--- src/hw/rtl/pdc_pkg.sv ---
// ----------------------------------------------------------------------------
// pdc_pkg
// Shared constants for the clamped PID controller with deadzone.
// ----------------------------------------------------------------------------
package pdc_pkg;

    localparam int PDC_FRAC_BITS  = 8;
    localparam int PDC_PROD_SHIFT = 2 * PDC_FRAC_BITS;

    localparam int PDC_IDX_W = 3;
    localparam int PDC_CFG_W = 23;

    localparam logic [PDC_IDX_W-1:0] PDC_REG_GAIN_P    = 3'd0;
    localparam logic [PDC_IDX_W-1:0] PDC_REG_GAIN_I    = 3'd1;
    localparam logic [PDC_IDX_W-1:0] PDC_REG_GAIN_D    = 3'd2;
    localparam logic [PDC_IDX_W-1:0] PDC_REG_DEAD_BAND = 3'd3;
    localparam logic [PDC_IDX_W-1:0] PDC_REG_INT_LIMIT = 3'd4;
    localparam logic [PDC_IDX_W-1:0] PDC_REG_OUT_LIMIT = 3'd5;

    localparam logic [15:0] PDC_RST_GAIN_P    = 16'd12800;
    localparam logic [15:0] PDC_RST_GAIN_I    = 16'd0;
    localparam logic [15:0] PDC_RST_GAIN_D    = 16'd2560;
    localparam logic [15:0] PDC_RST_DEAD_BAND = 16'd26;
    localparam logic [22:0] PDC_RST_INT_LIMIT = 23'd256000;
    localparam logic [14:0] PDC_RST_OUT_LIMIT = 15'd16700;

endpackage

--- src/hw/rtl/pid_deadzone_clamped_core.sv ---
// ----------------------------------------------------------------------------
// pid_deadzone_clamped_core
// Positional PID with integral clamp, deadzone and symmetric output clamp.
// ----------------------------------------------------------------------------
//  channel   | direction | word
//  s_*       | in        | tdata[23:0] target_value, [47:24] measured_value
//  m_*       | out       | tdata[15:0] drive
//  cfg_*     | in        | write only, index 0..5, others ignored
//
//  Four register ranks: input, error/integral, products, result.
//  One word per cycle sustained while m_tready stays high.
//  Integral and previous error update as a word leaves the input rank.
//  Each rank holds only while the next is full and cannot move on, so bubbles are absorbed on stalls.
//  aresetn is synchronous; it clears valids, state and config to defaults.
// ----------------------------------------------------------------------------
module pid_deadzone_clamped_core
    import pdc_pkg::*;
(
    input  logic                 aclk,
    input  logic                 aresetn,

    input  logic                 s_tvalid,
    output logic                 s_tready,
    input  logic [47:0]          s_tdata,   // target_value, measured_value

    output logic                 m_tvalid,
    input  logic                 m_tready,
    output logic [15:0]          m_tdata,   // drive

    input  logic                 cfg_we,
    input  logic [PDC_IDX_W-1:0] cfg_index,
    input  logic [PDC_CFG_W-1:0] cfg_wdata
);

    logic [15:0] gain_p_reg, gain_i_reg, gain_d_reg, dead_band_reg;
    logic [22:0] int_limit_reg;
    logic [14:0] out_limit_reg;

    logic v0_reg, v1_reg, v2_reg, v3_reg;
    logic ready1, ready2, ready3;
    logic ld0, ld1, ld2, ld3;

    logic signed [23:0] tgt_reg, meas_reg;
    logic signed [23:0] error_sum_reg, error_sum_next;
    logic signed [24:0] prev_err_reg, prev_err_next;

    logic signed [24:0] err;
    logic signed [25:0] sum_wide, lim_pos, lim_neg;
    logic        [24:0] err_mag;
    logic signed [25:0] diff_next;

    logic signed [24:0] ez1_reg;
    logic signed [23:0] es1_reg;
    logic signed [25:0] diff1_reg;

    logic signed [16:0] gp_s, gi_s, gd_s;
    logic signed [41:0] prod_p_next, prod_p_reg;
    logic signed [40:0] prod_i_next, prod_i_reg;
    logic signed [42:0] prod_d_next, prod_d_reg;

    logic signed [44:0] acc;
    logic        [44:0] acc_mag, acc_sh;
    logic        [14:0] mag_clamped;
    logic signed [15:0] drive_next, drive_reg;

    // handshake chain
    assign ready3   = !v3_reg || m_tready;
    assign ready2   = !v2_reg || ready3;
    assign ready1   = !v1_reg || ready2;
    assign s_tready = !v0_reg || ready1;

    assign ld0 = s_tvalid && s_tready;
    assign ld1 = v0_reg && ready1;
    assign ld2 = v1_reg && ready2;
    assign ld3 = v2_reg && ready3;

    assign m_tvalid = v3_reg;
    assign m_tdata  = drive_reg;

    // error, integral clamp, deadzone
    always_comb begin
        err      = 25'(tgt_reg) - 25'(meas_reg);
        sum_wide = 26'(error_sum_reg) + 26'(err);
        lim_pos  = signed'({3'b000, int_limit_reg});
        lim_neg  = -lim_pos;
        priority if (sum_wide > lim_pos) begin
            error_sum_next = lim_pos[23:0];
        end else if (sum_wide < lim_neg) begin
            error_sum_next = lim_neg[23:0];
        end else begin
            error_sum_next = sum_wide[23:0];
        end
        err_mag = err[24] ? 25'(-err) : 25'(err);
        if (err_mag < {9'b0, dead_band_reg}) begin
            prev_err_next = '0;
        end else begin
            prev_err_next = err;
        end
        diff_next = 26'(prev_err_next) - 26'(prev_err_reg);
    end

    // products
    assign gp_s = signed'({1'b0, gain_p_reg});
    assign gi_s = signed'({1'b0, gain_i_reg});
    assign gd_s = signed'({1'b0, gain_d_reg});
    assign prod_p_next = gp_s * ez1_reg;
    assign prod_i_next = gi_s * es1_reg;
    assign prod_d_next = gd_s * diff1_reg;

    // sum, truncate toward zero, clamp
    always_comb begin
        acc     = 45'(prod_p_reg) + 45'(prod_i_reg) + 45'(prod_d_reg);
        acc_mag = acc[44] ? 45'(-acc) : 45'(acc);
        acc_sh  = acc_mag >> PDC_PROD_SHIFT;
        if (acc_sh > {30'b0, out_limit_reg}) begin
            mag_clamped = out_limit_reg;
        end else begin
            mag_clamped = acc_sh[14:0];
        end
        drive_next = acc[44] ? -signed'({1'b0, mag_clamped})
                             : signed'({1'b0, mag_clamped});
    end

    always_ff @(posedge aclk) begin
        if (!aresetn) begin
            gain_p_reg    <= PDC_RST_GAIN_P;
            gain_i_reg    <= PDC_RST_GAIN_I;
            gain_d_reg    <= PDC_RST_GAIN_D;
            dead_band_reg <= PDC_RST_DEAD_BAND;
            int_limit_reg <= PDC_RST_INT_LIMIT;
            out_limit_reg <= PDC_RST_OUT_LIMIT;
        end else if (cfg_we) begin
            unique case (cfg_index)
                PDC_REG_GAIN_P:    gain_p_reg    <= cfg_wdata[15:0];
                PDC_REG_GAIN_I:    gain_i_reg    <= cfg_wdata[15:0];
                PDC_REG_GAIN_D:    gain_d_reg    <= cfg_wdata[15:0];
                PDC_REG_DEAD_BAND: dead_band_reg <= cfg_wdata[15:0];
                PDC_REG_INT_LIMIT: int_limit_reg <= cfg_wdata[22:0];
                PDC_REG_OUT_LIMIT: out_limit_reg <= cfg_wdata[14:0];
                default: ;
            endcase
        end
    end

    always_ff @(posedge aclk) begin
        if (!aresetn) begin
            v0_reg        <= 1'b0;
            v1_reg        <= 1'b0;
            v2_reg        <= 1'b0;
            v3_reg        <= 1'b0;
            error_sum_reg <= '0;
            prev_err_reg  <= '0;
        end else begin
            v0_reg <= ld0 || (v0_reg && !ld1);
            v1_reg <= ld1 || (v1_reg && !ld2);
            v2_reg <= ld2 || (v2_reg && !ld3);
            v3_reg <= ld3 || (v3_reg && !m_tready);
            if (ld1) begin
                error_sum_reg <= error_sum_next;
                prev_err_reg  <= prev_err_next;
            end
        end
    end

    always_ff @(posedge aclk) begin
        if (ld0) begin
            tgt_reg  <= signed'(s_tdata[23:0]);
            meas_reg <= signed'(s_tdata[47:24]);
        end
        if (ld1) begin
            ez1_reg   <= prev_err_next;
            es1_reg   <= error_sum_next;
            diff1_reg <= diff_next;
        end
        if (ld2) begin
            prod_p_reg <= prod_p_next;
            prod_i_reg <= prod_i_next;
            prod_d_reg <= prod_d_next;
        end
        if (ld3) begin
            drive_reg <= drive_next;
        end
    end

`ifndef NO_ASSERTIONS
    a_int_clamp: assert property (@(posedge aclk) disable iff (!aresetn)
        ld1 |=> (26'(error_sum_reg) <= signed'({3'b000, $past(int_limit_reg)}))
             && (26'(error_sum_reg) >= -signed'({3'b000, $past(int_limit_reg)})))
        else $error("integral outside clamp");

    a_deadzone: assert property (@(posedge aclk) disable iff (!aresetn)
        ld1 |=> (prev_err_reg == '0)
             || ((prev_err_reg[24] ? 25'(-prev_err_reg) : 25'(prev_err_reg))
                 >= {9'b0, $past(dead_band_reg)}))
        else $error("previous error inside deadzone");

    a_out_clamp: assert property (@(posedge aclk) disable iff (!aresetn)
        m_tvalid |-> (drive_reg <= signed'({1'b0, out_limit_reg}))
                  && (drive_reg >= -signed'({1'b0, out_limit_reg})))
        else $error("drive outside output limit");
`endif

endmodule
--- config.mk ---
export PLATFORM = sky130hd
export DESIGN_NAME = pid_deadzone_clamped_core
export DESIGN_NICKNAME = d
export VERILOG_FILES = /design/src/hw/rtl/pdc_pkg.sv /design/src/hw/rtl/pid_deadzone_clamped_core.sv
export SDC_FILE = /design/constraint.sdc
export NUM_CORES = 2
export LEC_CHECK = 0
export ABC_AREA = 1
export BUFFER_PORTS_ARGS = -buffer_cell sky130_fd_sc_hd__buf_2
export CORE_ASPECT_RATIO = 1.75
export CORE_MARGIN = 3
export CORE_UTILIZATION = 44
export CTS_CLUSTER_DIAMETER = 40
export DETAILED_ROUTE_END_ITERATION = 16
export GPL_ROUTABILITY_DRIVEN = 0
export SLEW_MARGIN = 0
export SYNTH_ARGS = -nofsm -noshare
export SYNTH_HDL_FRONTEND = slang
export SYNTH_SLANG_ARGS = --single-unit
--- constraint.sdc ---
create_clock -name aclk -period 8.47 [get_ports aclk]
set_clock_uncertainty 0.05 [all_clocks]
set_input_delay 0.847 -clock aclk [delete_from_list [all_inputs] [get_ports aclk]]
set_output_delay 0.847 -clock aclk [all_outputs]
set_load 0.01 [all_outputs]
==> Flow_metrics.wiki <==
{| class="wikitable"
! Metric !! Value
|-
| Post-layout min period || 7.717 ns
|-
| Capture endpoint of the worst hold path || tgt_reg[17]
|-
| Wire length of the first global-routing pass || 331200 um
|-
| P&R area growth vs syn || 7.309%
|-
| Critical path buffer and inverter count || 6
|-
| RR Endpoint || prod_i_reg[39]
|-
| Number of input and output port buffers inserted || 96
|-
| Net Sw Power || around 14 mW
|-
| Seq pwr share || roughly 14%
|-
| Final Setup Violations || 0
|-
| Adder and majority cell fraction of the synthesized area || between 40% and 50%
|-
| Classification of the worst setup path || register to register
|-
| Fin. Hold Viols || 0
|-
| Class of the tightest hold or removal check || primary input to register
|-
| Post-Synthesis Net Count || 10540
|-
| Starting density of the core || 44.44%
|-
| Violation count after the first detailed-route iteration || 3193
|-
| Row count || 192
|-
| Placed instance count || 10610
|-
| Complex-gate fraction of the synthesized area || under 10%
|-
| Internal Power || around 11 mW
|-
| Post-synthesis instance area || 69810 um2
|-
| CP Data Required Time || roughly 8.8 ns
|-
| Area used by sequential logic in the layout || 11060 um2
|-
| Routed length per placed instance || around 20 um
|-
| Number of flip-flops and latches in the synthesized netlist || 420
|-
| Synthesized area per cell || about 8.0 um2
|-
| Total detailed-routing wirelength || 213400 um
|-
| Total global-route track usage || 26.54%
|-
| Post-Synth XOR/XNOR Area || ~3.2%
|-
| Slew Limit Fails || 0
|-
| Overall power || between 20 and 30 mW
|-
| Switching Share || 56.86%
|-
| Slowest cell on the critical path || dfxtp_1
|-
| Largest register FFs || 43
|-
| Boundary pin count || 97
|-
| Number of remaining DRC errors || 0
|-
| Multi-input gate area || 48650 um2
|-
| Async set or reset register ratio after synthesis || 0%
|-
| Antenna violations before repair || 17
|-
| Max capacitance violation total || 0
|-
| Crit start category || register
|-
| Final setup TNS || 0 ns
|-
| Final Util || 47.68%
|-
| Portion of total power attributed to the clock network || 12.4%
|-
| Number of enable flip-flop cells after synthesis || 265
|-
| Count of cells along the worst hold path || 1
|-
| Depth of the CTS H-tree || 3
|-
| Leakage power figure || 39.53 nW
|-
| PD cells || 334.0 nW/um2
|-
| Critical hold path startpoint || s_tdata[17]
|-
| Number of unique standard cell types used by synthesis || 52
|-
| Post-route fraction of the period consumed by the critical path || between 90% and 100%
|-
| Detailed-routing iteration count for the pre-antenna-repair pass || 6
|-
| Clock slew at the register clock pins of the worst setup and hold paths || about 0.06 ns
|-
| Ratio of cells with drive above 1 in the final layout || roughly 4.8%
|-
| # clock sinks || 420
|-
| Sequential element share of the synthesized area || 15.84%
|-
| Global-route congestion overflow total || 0
|-
| RR Startpoint || gain_i_reg[3]
|-
| Reg2reg path depth || 27
|-
| Data arrival time of the critical path || 8.08 ns
|-
| Leading cell type in the layout, fill and taps excluded || inv_1
|-
| Number of non-filler instances in the completed layout || 10750
|-
| Max VDD drop || between 0.4 and 0.5 mV
|-
| Fill cell instance count of the final layout || 15400
|-
| Post-route cell area || 74920 um2
|-
| Yosys warning total || 0
|-
| Max Clock Freq || 129.6 MHz
|-
| DP Wirelength || 176500 um
|-
| Cts hold-fix bufs || 0
|-
| Mean number of vias per cell || about 5.2
|-
| Top cell family by delay on the critical path || compound AO/OA/AOI/OAI gates
|-
| Worst max-slew margin expressed relative to the limit || 18.08%
|-
| Clock tree buffer depth || 3
|-
| Delay contributed by the slowest stage of the critical path || roughly 0.88 ns
|-
| CTS buffer count || 72
|-
| Clock tree from TritonCTS || built
|-
| Total cell area at the placement stage || 72250 um2
|-
| Synthesized-area fraction occupied by and/or/nand/nor cells || between 10% and 20%
|-
| Vertical die dimension || 532.9 um
|-
| Width of the chip || 307.1 um
|-
| Post-synthesis cell count || approximately 8700
|-
| Total die area || around 160000 um2
|-
| Skew-Pair Late Insertion Delay || 0.70 ns
|-
| Setup repair after global routing missed its margin || no
|-
| Root Buffer Master || clkbuf_16
|-
| Pin count of the biggest net entering global routing || 91
|-
| Top library cells by usage in the layout, fill and taps aside || inv_1 (2303), nand2_1 (2153), fa_1 (1220)
|-
| Most common flop cell mapped by yosys || edfxtp_1
|-
| CP Max Fanout || 16
|-
| Dominant combinational cell family by area after synthesis || adder cells
|-
| Portion of netlist area occupied by mux cells || 0%
|-
| Register-to-register setup slack || around 0.75 ns
|-
| Comb power frac || 73.5%
|-
| NumNets Final || between 10000 and 15000
|-
| Crit path capture type || register
|-
| Run status || finished clean
|-
| Vias after detailed routing || 55400
|-
| Number of global-route vias before repair || about 59000
|-
| Remaining antenna violation count || 0
|-
| Transition at the pin with the smallest max-transition slack || around 1.2 ns
|-
| Area inside the core boundary || 157100 um2
|}
-- metrics by stage --
stage	worst slack, ns	hold WS, ns
6_report	0.7532	0.2670
5_1_grt	0.02834	0.2272
4_1_cts	0.4766	0.2164
3_5_place_dp	0.5091	0.4127
3_3_place_gp	0.3334	0.3996
2_1_floorplan	1.519	0.3853
-- worst register-to-register path: stages, from the launching register on --
cell and delay [ns]:
dfxtp_1 0.88, buf_4 0.32, nand2_1 0.07, inv_1 0.10, fa_1 0.41, inv_1 0.09, fa_1 0.38, inv_1 0.08
ha_1 0.14, inv_1 0.05, fa_1 0.47, inv_1 0.05, fa_1 0.57, fa_1 0.42, ha_1 0.36, nand2_1 0.07
o21ai_0 0.29, a21oi_1 0.17, o21bai_1 0.31, a21oi_1 0.16, o21ai_0 0.38, a21oi_1 0.20, o21bai_1 0.26, a21boi_0 0.19
o21ai_0 0.39, a21boi_0 0.25, o21ai_0 0.26, xor2_1 0.10
-- worst max-delay path by stage --
stage | from | to | slack, ns | depth (start not counted)
after global routing | tgt_reg[0] | diff1_reg[25] | 0.03 | 49
after CTS | tgt_reg[0] | diff1_reg[25] | 0.48 | 51
after floorplan | tgt_reg[0] | diff1_reg[25] | 1.52 | 53
after global placement | tgt_reg[0] | diff1_reg[25] | 0.33 | 51
after detailed placement | tgt_reg[0] | diff1_reg[25] | 0.51 | 51
final | gain_i_reg[3] | prod_i_reg[39] | 0.75 | 27
-- kinds of logic after synthesis --
logic type,Yosys count
adder cells (fa/ha/maj),1726
XOR/XNOR,256
AND/OR/NAND/NOR,2905
buffers and inverters,2684
flip-flops,420
AO/OA/AOI/OAI,742
-- layer usage --
layer	global-route usage, %	part of all wire [%]	up-vias
met5	0	0.017	-
met3	2.897	4.8	631
met1	27.59	34	27520
met2	49.34	53	1733
li1	-	-	25510
met4	18.90	8.8	6
-- power groups by stage --
stage          Clock, mW  Sequential [mW]  Combinational (mW)
4_1_cts             3.16             3.51                18.3
3_5_place_dp           0             3.55                18.1
5_1_grt             3.25             3.53                20.4
6_report            3.10             3.52                18.4
3_3_place_gp           0             3.55                17.9
2_1_floorplan          0             3.08                12.6
-- cell type report --
cell class | count | area share (%)
clock inverters | 54 | 1.012
well taps | 2037 | 3.402
repair buffers | 201 | 1.714
diodes | 3 | 0.01002
multi-input cells | 5629 | 64.94
flip-flops and latches | 420 | 14.76
clock buffers | 79 | 2.495
repair inverters | 1 | 0.006681
inverters | 2324 | 11.66
-- what timing repair did --
action | CTS | global route
setup endpoints to repair | 0 | 6
buffers inserted | 0 | 2
resized for setup | 0 | 7
-- synth_stat cells (all sizes together), types with 16 or more instances --
cell type / number / area share, %
o211ai: 23 / 0.25
nand2: 2177 / 12
xor2: 165 / 2.1
buf: 16 / 0.16
edfxtp: 265 / 11
nand3: 213 / 1.6
nor2: 396 / 2.2
nand4: 52 / 0.47
nor3: 41 / 0.30
xnor2: 91 / 1.1
clkbuf: 344 / 1.8
ha: 506 / 9.1
o21ai: 258 / 1.9
fa: 1220 / 35
inv: 2322 / 12
o21bai: 19 / 0.20
a21oi: 367 / 2.6
dfxtp: 155 / 4.4
(Power assumes the default switching activity.)
